===== config.mk =====
export PLATFORM = sky130hd
export DESIGN_NAME = epd_power_update_sequencer
export DESIGN_NICKNAME = d
export VERILOG_FILES = /design/src/sv/epd_pkg.sv /design/src/sv/epd_power_update_sequencer.sv
export SDC_FILE = /design/constraint.sdc
export NUM_CORES = 1
export LEC_CHECK = 0
export ABC_AREA = 1
export BUFFER_PORTS_ARGS = -buffer_cell sky130_fd_sc_hd__buf_4
export CAP_MARGIN = 30
export CORE_MARGIN = 2
export CORE_UTILIZATION = 60
export CTS_CLUSTER_DIAMETER = 120
export DETAILED_ROUTE_END_ITERATION = 10
export PLACE_DENSITY_LB_ADDON = 0.25
export SYNTH_ARGS = -nofsm -noshare
export SYNTH_HDL_FRONTEND = slang
export SYNTH_SLANG_ARGS = --single-unit

===== constraint.sdc =====
create_clock -name clk -period 6.25 [get_ports clk]
set_input_delay 0.9375 -clock clk [delete_from_list [all_inputs] [get_ports clk]]
set_output_delay 0.9375 -clock clk [all_outputs]
set_load 0.005 [all_outputs]

===== src/sv/epd_pkg.sv =====
package epd_pkg;

    // Phase of the refresh sequence, as reported in each result.
    typedef enum logic [1:0] {
        PH_IDLE = 2'd0,
        PH_PON  = 2'd1,
        PH_XFER = 2'd2,
        PH_POFF = 2'd3
    } phase_t;

    // Kind of an input transaction.
    typedef enum logic [1:0] {
        KIND_TICK     = 2'd0,
        KIND_START    = 2'd1,
        KIND_XFER_DONE = 2'd2,
        KIND_SHUTDOWN = 2'd3
    } kind_t;

    // Action driven by a sub-step.
    typedef enum logic [3:0] {
        ACT_NONE        = 4'd0,
        ACT_PINS_ON     = 4'd1,
        ACT_WAKEUP_HIGH = 4'd2,
        ACT_RAIL_REGS   = 4'd3,
        ACT_PWRUP_HIGH  = 4'd4,
        ACT_VCOM_OE     = 4'd5,
        ACT_VCOM_LOW    = 4'd6,
        ACT_PWRUP_LOW   = 4'd7,
        ACT_RAILS_OFF   = 4'd8,
        ACT_PINS_LOW    = 4'd9,
        ACT_CLOCK_STOP  = 4'd10,
        ACT_EMERG_OFF   = 4'd11
    } action_t;

    // Sub-step codes of the power-on phase.
    localparam logic [3:0] PON_PINS    = 4'd0;
    localparam logic [3:0] PON_WAKEUP  = 4'd1;
    localparam logic [3:0] PON_DELAY   = 4'd2;
    localparam logic [3:0] PON_RAILS   = 4'd3;
    localparam logic [3:0] PON_PWRUP   = 4'd4;
    localparam logic [3:0] PON_POLL    = 4'd5;
    localparam logic [3:0] PON_VCOM    = 4'd6;

    // Sub-step codes of the power-off phase.
    localparam logic [3:0] POFF_VCOM   = 4'd0;
    localparam logic [3:0] POFF_PWRUP  = 4'd1;
    localparam logic [3:0] POFF_WAIT   = 4'd2;
    localparam logic [3:0] POFF_RAILS  = 4'd3;
    localparam logic [3:0] POFF_PINS   = 4'd4;
    localparam logic [3:0] POFF_CLOCK  = 4'd5;

    // Configuration register indexes.
    localparam logic [1:0] REG_PG_EXPECTED = 2'd0;
    localparam logic [1:0] REG_WAKEUP_MS   = 2'd1;
    localparam logic [1:0] REG_TIMEOUT_MS  = 2'd2;

    // Register widths and reset values.
    localparam int PG_W       = 8;
    localparam int WAKE_W     = 8;
    localparam int TMO_W      = 16;
    localparam int TIME_W     = 32;
    localparam int CFG_DATA_W = 16;
    localparam int CFG_IDX_W  = 2;

    localparam logic [PG_W-1:0]   PG_EXPECTED_RST = 8'd250;
    localparam logic [WAKE_W-1:0] WAKEUP_MS_RST   = 8'd5;
    localparam logic [TMO_W-1:0]  TIMEOUT_MS_RST  = 16'd250;

endpackage


===== src/sv/epd_power_update_sequencer.sv =====
// An accepted input transaction passes through the input register and then the result
// register. Throughput: one transaction per cycle while the result side is not stalled;
// each of the two holds one item, and a step does at most one subtract and compare.
// Reset (rst_n, asynchronous, active low) returns the sequencer to idle, clears
// both time marks and loads the configuration registers with their defaults.
module epd_power_update_sequencer (
    input  logic                              clk,
    input  logic                              rst_n,
    // Configuration write port
    input  logic                              cfg_we,
    input  logic [epd_pkg::CFG_IDX_W-1:0]     cfg_index,
    input  logic [epd_pkg::CFG_DATA_W-1:0]    cfg_data,
    // Input stream
    input  logic                              s_axis_tvalid,
    output logic                              s_axis_tready,
    input  logic [39:0]                       s_axis_tdata,  // now_ms[31:0], power_good[39:32]
    input  logic [1:0]                        s_axis_tuser,  // kind[1:0]
    // Result stream
    output logic                              m_axis_tvalid,
    input  logic                              m_axis_tready,
    output logic [7:0]                        m_axis_tdata   // phase[1:0], action[5:2],
                                                             // good_timeout[6], refresh_done[7]
);

    localparam int TW = epd_pkg::TIME_W;

    // Configuration registers
    logic [epd_pkg::PG_W-1:0]   pg_expected_reg;
    logic [epd_pkg::WAKE_W-1:0] wakeup_ms_reg;
    logic [epd_pkg::TMO_W-1:0]  timeout_ms_reg;

    // Input register
    logic                       in_valid_reg;
    epd_pkg::kind_t             in_kind_reg;
    logic [TW-1:0]              in_now_reg;
    logic [epd_pkg::PG_W-1:0]   in_pg_reg;

    // Sequencer state
    epd_pkg::phase_t            phase_reg, phase_next;
    logic [3:0]                 sub_step_reg, sub_step_next;
    logic [TW-1:0]              mark_time_reg, mark_time_next;
    logic [TW-1:0]              rails_start_reg, rails_start_next;

    // Result register
    logic                       out_valid_reg;
    epd_pkg::phase_t            out_phase_reg;
    epd_pkg::action_t           out_action_reg;
    logic                       out_tmo_reg;
    logic                       out_done_reg;

    // Result of the current step
    epd_pkg::action_t           act;
    logic                       tmo;
    logic                       done;
    logic [TW-1:0]              since_mark;
    logic [TW-1:0]              since_rails;
    logic                       advance;

    // An item moves on when the result register is free or being emptied.
    assign advance       = in_valid_reg && (!out_valid_reg || m_axis_tready);
    assign s_axis_tready = !in_valid_reg || advance;

    assign m_axis_tvalid = out_valid_reg;
    assign m_axis_tdata  = {out_done_reg, out_tmo_reg, out_action_reg, out_phase_reg};

    // Elapsed times, wrapping modulo 2^32.
    assign since_mark  = in_now_reg - mark_time_reg;
    assign since_rails = in_now_reg - rails_start_reg;

    // Step logic for one transaction.
    always_comb
    begin
        phase_next       = phase_reg;
        sub_step_next    = sub_step_reg;
        mark_time_next   = mark_time_reg;
        rails_start_next = rails_start_reg;
        act              = epd_pkg::ACT_NONE;
        tmo              = 1'b0;
        done             = 1'b0;

        case (in_kind_reg)
            epd_pkg::KIND_TICK:
            begin
                if (phase_reg == epd_pkg::PH_PON)
                begin
                    case (sub_step_reg)
                        epd_pkg::PON_PINS:
                        begin
                            act           = epd_pkg::ACT_PINS_ON;
                            sub_step_next = epd_pkg::PON_WAKEUP;
                        end
                        epd_pkg::PON_WAKEUP:
                        begin
                            act            = epd_pkg::ACT_WAKEUP_HIGH;
                            mark_time_next = in_now_reg;
                            sub_step_next  = epd_pkg::PON_DELAY;
                        end
                        epd_pkg::PON_DELAY:
                        begin
                            if (since_mark >= TW'(wakeup_ms_reg))
                            begin
                                sub_step_next = epd_pkg::PON_RAILS;
                            end
                        end
                        epd_pkg::PON_RAILS:
                        begin
                            act              = epd_pkg::ACT_RAIL_REGS;
                            rails_start_next = in_now_reg;
                            sub_step_next    = epd_pkg::PON_PWRUP;
                        end
                        epd_pkg::PON_PWRUP:
                        begin
                            act           = epd_pkg::ACT_PWRUP_HIGH;
                            sub_step_next = epd_pkg::PON_POLL;
                        end
                        epd_pkg::PON_POLL:
                        begin
                            // Wait for power-good, giving up after the timeout.
                            if (in_pg_reg == pg_expected_reg)
                            begin
                                sub_step_next = epd_pkg::PON_VCOM;
                            end
                            else if (since_rails > TW'(timeout_ms_reg))
                            begin
                                tmo           = 1'b1;
                                sub_step_next = epd_pkg::PON_VCOM;
                            end
                        end
                        epd_pkg::PON_VCOM:
                        begin
                            act           = epd_pkg::ACT_VCOM_OE;
                            phase_next    = epd_pkg::PH_XFER;
                            sub_step_next = epd_pkg::PON_PINS;
                        end
                        default:
                        begin
                            sub_step_next = epd_pkg::PON_PINS;
                        end
                    endcase
                end
                else if (phase_reg == epd_pkg::PH_POFF)
                begin
                    case (sub_step_reg)
                        epd_pkg::POFF_VCOM:
                        begin
                            act           = epd_pkg::ACT_VCOM_LOW;
                            sub_step_next = epd_pkg::POFF_PWRUP;
                        end
                        epd_pkg::POFF_PWRUP:
                        begin
                            act            = epd_pkg::ACT_PWRUP_LOW;
                            mark_time_next = in_now_reg;
                            sub_step_next  = epd_pkg::POFF_WAIT;
                        end
                        epd_pkg::POFF_WAIT:
                        begin
                            // Wait for the rails to fall, or for the timeout.
                            if ((in_pg_reg == '0) || (since_mark > TW'(timeout_ms_reg)))
                            begin
                                sub_step_next = epd_pkg::POFF_RAILS;
                            end
                        end
                        epd_pkg::POFF_RAILS:
                        begin
                            act           = epd_pkg::ACT_RAILS_OFF;
                            sub_step_next = epd_pkg::POFF_PINS;
                        end
                        epd_pkg::POFF_PINS:
                        begin
                            act           = epd_pkg::ACT_PINS_LOW;
                            sub_step_next = epd_pkg::POFF_CLOCK;
                        end
                        epd_pkg::POFF_CLOCK:
                        begin
                            act           = epd_pkg::ACT_CLOCK_STOP;
                            phase_next    = epd_pkg::PH_IDLE;
                            sub_step_next = epd_pkg::POFF_VCOM;
                            done          = 1'b1;
                        end
                        default:
                        begin
                            sub_step_next = epd_pkg::POFF_VCOM;
                        end
                    endcase
                end
            end
            epd_pkg::KIND_START:
            begin
                if (phase_reg == epd_pkg::PH_IDLE)
                begin
                    phase_next       = epd_pkg::PH_PON;
                    sub_step_next    = epd_pkg::PON_PINS;
                    mark_time_next   = '0;
                    rails_start_next = '0;
                end
            end
            epd_pkg::KIND_XFER_DONE:
            begin
                if (phase_reg == epd_pkg::PH_XFER)
                begin
                    phase_next    = epd_pkg::PH_POFF;
                    sub_step_next = epd_pkg::POFF_VCOM;
                end
            end
            default:
            begin
                // Shutdown while busy forces the sequencer back to idle.
                if (phase_reg != epd_pkg::PH_IDLE)
                begin
                    phase_next    = epd_pkg::PH_IDLE;
                    sub_step_next = epd_pkg::PON_PINS;
                    act           = epd_pkg::ACT_EMERG_OFF;
                    done          = 1'b1;
                end
            end
        endcase
    end

    // Configuration writes; indexes beyond the last register are ignored.
    always_ff @(posedge clk or negedge rst_n)
    begin
        if (!rst_n)
        begin
            pg_expected_reg <= epd_pkg::PG_EXPECTED_RST;
            wakeup_ms_reg   <= epd_pkg::WAKEUP_MS_RST;
            timeout_ms_reg  <= epd_pkg::TIMEOUT_MS_RST;
        end
        else if (cfg_we)
        begin
            case (cfg_index)
                epd_pkg::REG_PG_EXPECTED: pg_expected_reg <= cfg_data[epd_pkg::PG_W-1:0];
                epd_pkg::REG_WAKEUP_MS:   wakeup_ms_reg   <= cfg_data[epd_pkg::WAKE_W-1:0];
                epd_pkg::REG_TIMEOUT_MS:  timeout_ms_reg  <= cfg_data[epd_pkg::TMO_W-1:0];
                default:                  ;
            endcase
        end
    end

    // Input register control.
    always_ff @(posedge clk or negedge rst_n)
    begin
        if (!rst_n)
        begin
            in_valid_reg <= 1'b0;
        end
        else if (s_axis_tready)
        begin
            in_valid_reg <= s_axis_tvalid;
        end
    end

    // Input register payload, loaded on each accepted transaction.
    always_ff @(posedge clk)
    begin
        if (s_axis_tvalid && s_axis_tready)
        begin
            in_kind_reg <= epd_pkg::kind_t'(s_axis_tuser);
            in_now_reg  <= s_axis_tdata[TW-1:0];
            in_pg_reg   <= s_axis_tdata[TW+epd_pkg::PG_W-1:TW];
        end
    end

    // Sequencer state and result valid.
    always_ff @(posedge clk or negedge rst_n)
    begin
        if (!rst_n)
        begin
            phase_reg       <= epd_pkg::PH_IDLE;
            sub_step_reg    <= epd_pkg::PON_PINS;
            mark_time_reg   <= '0;
            rails_start_reg <= '0;
            out_valid_reg   <= 1'b0;
        end
        else
        begin
            if (advance)
            begin
                phase_reg       <= phase_next;
                sub_step_reg    <= sub_step_next;
                mark_time_reg   <= mark_time_next;
                rails_start_reg <= rails_start_next;
                out_valid_reg   <= 1'b1;
            end
            else if (m_axis_tready)
            begin
                out_valid_reg <= 1'b0;
            end
        end
    end

    // Result register payload.
    always_ff @(posedge clk)
    begin
        if (advance)
        begin
            out_phase_reg  <= phase_next;
            out_action_reg <= act;
            out_tmo_reg    <= tmo;
            out_done_reg   <= done;
        end
    end

endmodule


==> results of run 1 <==
final timing paths:
kind                                     end  cells past startpoint
setup / recovery             sub_step_reg[2]                     26
hold / removal             timeout_ms_reg[7]                      2
setup reg to reg             sub_step_reg[2]                     26
hold reg to reg            timeout_ms_reg[7]                      2
max in group asynchronous  mark_time_reg[11]                      2
min in group asynchronous   wakeup_ms_reg[1]                      1
cell type report:
cell class | instances | area, sq um | share of cell area [%]
Multi-Input combinational cell | 1288 | 6530 | 48.1
Tap cell | 270 | 338 | 2.49
Clock inverter | 14 | 139 | 1.02
Sequential cell | 153 | 4100 | 30.2
Inverter | 375 | 1410 | 10.4
Clock buffer | 18 | 429 | 3.16
Timing Repair Buffer | 81 | 641 | 4.72
per-layer routing:
metal	GRT usage (%)	wire, microns
met4	12.5	1080
met3	5.78	2620
met5	0	0
met2	55.8	16200
met1	45.2	15500
metrics by stage:
| stage | worst slack (ns) | util, % |
|---|---|---|
| 3_5_place_dp | 2.60 | 65.0 |
| 5_1_grt | 2.15 | 67.8 |
| 3_3_place_gp | 2.66 | 64.7 |
| 6_report | 2.56 | 67.8 |
| 2_1_floorplan | 3.25 | - |
| 4_1_cts | 2.54 | 67.8 |
cell usage in the layout, fill, tap and decap left out, types with 2 or more instances in the layout:
cell / count
a211oi_1: 2
a21o_1: 6
a21oi_1: 75
a31oi_1: 2
and2_1: 2
buf_4: 79
clkbuf_16: 17
clkinv_4: 3
clkinvlp_4: 3
dfrtp_1: 89
dfstp_2: 14
edfxtp_1: 50
fa_1: 2
ha_1: 102
inv_1: 374
inv_6: 5
mux2_2: 4
nand2_1: 628
nand2_2: 3
nand3_1: 92
nand3_2: 2
nand3b_1: 7
nand4_1: 20
nor2_1: 169
nor2_2: 2
nor3_1: 15
nor4_1: 3
o211ai_1: 2
o21ai_0: 105
o21bai_1: 2
or2_2: 2
xnor2_1: 9
xor2_1: 22
cell families (layout without fill, tap and decap cells):
group,count (synthesis),after routing,synth area share [%]
and+or+nand+nor,949,949,31.5
buffers and inverters,400,488,12.5
AOI/OAI and AO/OA,200,200,8.71
DFF,153,153,33.8
adders and majority gates,104,104,10.8
xor gates and xnor gates,31,31,2.24
muxes,4,4,0.371
worst reg2reg max path: stages (launching register included):
cell and delay [ns]:
edfxtp_1 0.33, inv_1 0.07, ha_1 0.22, fa_1 0.41, inv_1 0.12, nand2_1 0.06, nand2_1 0.08, nand3_1 0.07
nand2_1 0.16, nand2_1 0.07, nand2_1 0.16, xor2_1 0.11, ha_1 0.28, nand2_1 0.04, nor2_1 0.10, nor2b_1 0.21
nand3_1 0.08, a21boi_0 0.15, nor2_1 0.16, nand2_1 0.07, nor2_1 0.09, nand2_1 0.05, nor2_1 0.16, nand3_1 0.13
nand3_2 0.10, nand2_1 0.07, nand2_1 0.07
report_power, final:
| group | switching (uW) | internal, uW |
|---|---|---|
| clock network | 474 | 558 |
| registers | 123 | 1340 |
| logic | 2830 | 1430 |
==> flow_summary.yaml, run 1 <==
cells_and_area:
  fillers: 1839
  area_growth_pct: 12.0
  drive_gt1_share_pct: 7.41
  diodes: 0
  instances_no_fill: 2199
  final_area_sq_um: 13600
  layout.nets: 2085
min_path:
  hp-class: "reg -> reg"
  min_from: "timeout_ms_reg[7]"
power_and_ir_drop:
  power.leakage_uw: 0.00751
  max-vdd-ir-drop_v: 0.000240
  power_uw: 6750
  power_density_nw_per_um2: 497
floorplan:
  dieArea_sq_um: 21400
  rows: 52
  num_io_pins: 75
  fp.dieH_microns: 146
  initial_core_util_pct: 60.5
  die_w_microns: 146
  core_area_sq_um: 20000
placed_design:
  dp.cells: 2167
  port_buffers: 74
  dp_hpwl_microns: 28100
  gp_congestion: 0.954
  place_area_sq_um: 13000
worst_setup_path:
  startpoint: "in_now_reg[0]"
  startpoint_type: "flop"
  critical_path.max_fanout: 3
  path_buf_inv: 2
  r2r_slack_ns: 2.56
  r2r-start: "in_now_reg[0]"
  required_ns: 6.61
  path_delay_family: "simple AND/OR/NAND/NOR gates"
  critical_path.endpoint_type: "flop"
  cpMostUsedCell: "nand2_1"
  cp_slowest_cell: "fa_1"
  path_class: "reg -> reg"
  critical_path.max_stage_delay_ns: 0.41
  critPathArrivalTime_ns: 4.05
sta:
  skew_ns: 0.0108
  finalCritPeriodShare_pct: 59.0
  holdWs_ns: 0.489
  grt_setup_unrepaired: "no"
  min_period_ns: 3.69
  maxClockFrequency_ghz: 0.271
  finalSetupViolCount: 0
  worst_pin_slew_ns: 0.708
  slew_headroom_pct: 52.8
  hold_viol: 0
  maxSlewViolCount: 0
  fin_tns_setup_ns: 0
logic_synthesis:
  ys_ff_latch: 153
  yosysSeqAreaShare_pct: 33.8
  synthTopCellsByArea: "nand2_1 (19%), dfrtp_1 (18%), edfxtp_1 (12%), inv_1 (12%), ha_1 (11%)"
  syn_area_sq_um: 12100
  synth-edff-count: 50
  syn_avg_cell_area_sq_um: 6.59
  synth_nets: 2010
  yosys.area.top_type_share_pct: 19.4
  synth-main-ff-cell: "dfrtp_1"
  synthDistinctLibCells: 41
  synth_top_cell_by_area: "nand2_1"
  async_flop_share_pct: 67.3
  yosys_warnings: 0
  syn_inst: 1841
  synth_common_cells: "nand2_1 (628), inv_1 (375), nor2_1 (170)"
  synth.most_common_cell: "nand2_1"
clock_network:
  cts.htree.levels: 4
  cts_buffer_depth: 2
  cts_resized: 0
  worstSkewPairLatency_ns: 0.44
  cts_setup_buffers: 0
  ctsHoldBuffers: 0
  cts-root-buf: "clkbuf_16"
  tritoncts: "yes"
  clkSinkCount: 153
  path_clk_slew_ns: 0.07
  cts_buffers: 17
global_route:
  grt_pass1_vias: 11300
  grt_pass1_wl_microns: 56900
  grt_overflow_total: 0
  grt_start_max_net_pins: 63
  grt_usage_pct: 33.9
  antenna_found_initial: 0
detailed_routing:
  post_drt_wl_per_cell_microns: 16.1
  drt_iter0_markers: 1018
  vias: 11800
  routed_via_density: 5.38
  drt_wl_total_microns: 35400
  detail-route-antenna-nets: 0
  dr.pass1.iters: 7
  drc: 0
run_status:
  outcome: "complete, no violations"
job:
  drv_cap: 0
Note: power is estimated with default switching activity, not from simulation.
==> run 2, diff against run 1 <==
clock period = 3.8 ns   (was 6.25 ns; I/O delays follow)
==> run 2 against run 1 <==
  * Hold slack got worse by 0.43 ns
  * Sequential cell count did not move
  * Clock skew rose by 0.0026 ns
  * Largest power group unchanged
  * Core utilization increased by 1.3 points
  * Critical path type unchanged
  * Sequential share of layout area decreased by 0.59 points
  * Wire length down 1.1%
  * Via count up 0.22%
  * Highest routed layer unchanged
  * Critical path depth up 1
  * Register-to-register slack worse by 2.3 ns
  * Global-route usage decreased by 0.59 points
  * Critical endpoint is now sub_step_reg[1]
  * Cell count increased by 0.32%
==> flow_summary.yaml, run 2 (synthesis results as in run 1) <==
worst_setup_path:
  cpMostUsedCell: "nand2_1"
  critPathArrivalTime_ns: 3.92
  cp_slowest_cell: "fa_2"
  r2r_cells: 27
  critical_path.max_fanout: 4
  required_ns: 4.17
  cp.depth: 27
  startpoint_type: "flop"
  critical_path.max_stage_delay_ns: 0.39
  path_class: "reg -> reg"
  critical_path.endpoint_type: "flop"
  path_delay_family: "simple AND/OR/NAND/NOR gates"
  path_buf_inv: 4
run_status:
  outcome: "complete, no violations"
global_route:
  grt_usage_pct: 33.3
  grt_overflow_total: 0
  grt.met1_usage_pct: 44.4
  antenna_found_initial: 0
  met2_usage_pct: 55.8
  grt_pass1_vias: 11200
  grt_start_max_net_pins: 52
  global_route.usage.met3_pct: 4.91
  grt_pass1_wl_microns: 56300
  grt.busiest_layer: "met2"
cells_and_area:
  drive_gt1_share_pct: 9.50
  final_cell_mix: "nand2_1 (623), inv_1 (373), nor2_1 (166)"
  diodes: 0
  layout.nets: 2092
  fin_util_pct: 69.1
  fillers: 1786
  area_growth_pct: 14.2
  final_common_cell: "nand2_1"
sta:
  min_period_ns: 3.55
  finalCritPeriodShare_pct: 93.3
  maxSlewViolCount: 0
  finalSetupViolCount: 0
  worst_pin_slew_ns: 0.779
  hold_viol: 0
  slew_headroom_pct: 47.9
  skew_ns: 0.0134
  fin_tns_setup_ns: 0
  grt_setup_unrepaired: "no"
  maxClockFrequency_ghz: 0.282
placed_design:
  gp_congestion: 0.973
  dp_hpwl_microns: 27900
  port_buffers: 74
power_and_ir_drop:
  max-vdd-ir-drop_v: 0.000392
  power.leakage_uw: 0.00754
  power_density_nw_per_um2: 813
clock_network:
  tritoncts: "yes"
  cts.htree.levels: 4
  cts_buffers: 17
  worstSkewPairLatency_ns: 0.44
  clkSinkCount: 153
  cts-root-buf: "clkbuf_16"
  cts_buffer_depth: 2
  ctsHoldBuffers: 0
  path_clk_slew_ns: 0.07
detailed_routing:
  drt_iter0_markers: 915
  vias: 11800
  dr.pass1.iters: 5
  detail-route-antenna-nets: 0
  routed_via_density: 5.37
  post_drt_wl_per_cell_microns: 15.9
  drt_wl_total_microns: 35000
  drc: 0
floorplan:
  die_w_microns: 146
  initial_core_util_pct: 60.5
  rows: 52
  num_io_pins: 75
  core_area_sq_um: 20000
  fp.dieH_microns: 146
  dieArea_sq_um: 21400
job:
  drv_cap: 0
min_path:
  hp-class: "in -> async"
-- run 2: final cells by class --
type / count / area, sq um / share of cell area, %
Multi-Input combinational cell: 1288 / 6720 / 48.5
Sequential cell: 153 / 4100 / 29.6
Inverter: 375 / 1410 / 10.2
Timing Repair Buffer: 88 / 726 / 5.24
Clock buffer: 18 / 429 / 3.10
Tap cell: 270 / 338 / 2.44
Clock inverter: 14 / 138 / 0.993
-- run 2: repair_timing --
item / CTS / global route
endpoints found under the setup margin: 0 / 4
gates resized for setup: 0 / 37
setup buffers: 0 / 4
-- run 2: power breakdown --
group,total [uW],switching [uW],internal [uW]
combinational,7170,4670,2490
sequential,2400,205,2200
clock,1700,781,916
total,11300,5660,5610
-- run 2: path summary, 6_finish.rpt --
| check | from | to | slack (ns) |
|---|---|---|---|
| setup / recovery | in_now_reg[0] | sub_step_reg[1] | 0.25 |
| hold / removal | rst_n | timeout_ms_reg[0] | 0.06 |
| setup reg to reg | in_now_reg[0] | sub_step_reg[1] | 0.25 |
| hold reg to reg | wakeup_ms_reg[6] | wakeup_ms_reg[6] | 0.49 |
| max in group asynchronous | rst_n | rails_start_reg[15] | 3.04 |
| min in group clk | s_axis_tdata[0] | in_now_reg[0] | 0.30 |
-- run 2: routing by layer --
layer / wire, microns / share of wire (%)
met2: 16500 / 47
met3: 2310 / 6.6
met1: 15200 / 44
met4: 1010 / 2.9
met5: 0 / 0
-- run 2: through the flow --
step | cells | power (uW) | hold WS (ns) | cell area [sq um] | setup slack [ns]
final | 2206 | 11300 | 0.0551 | 13900 | 0.254
after global routing | 2206 | 12300 | 0.0761 | 13900 | 0.00326
after CTS | 2202 | 10900 | 0.0636 | 13600 | 0.121
after detailed placement | 2170 | 9200 | 0.474 | 13100 | 0.241
after global placement | 2167 | 9050 | 0.466 | 13000 | 0.332
after floorplan | 1841 | 7330 | 0.274 | 12100 | 0.801
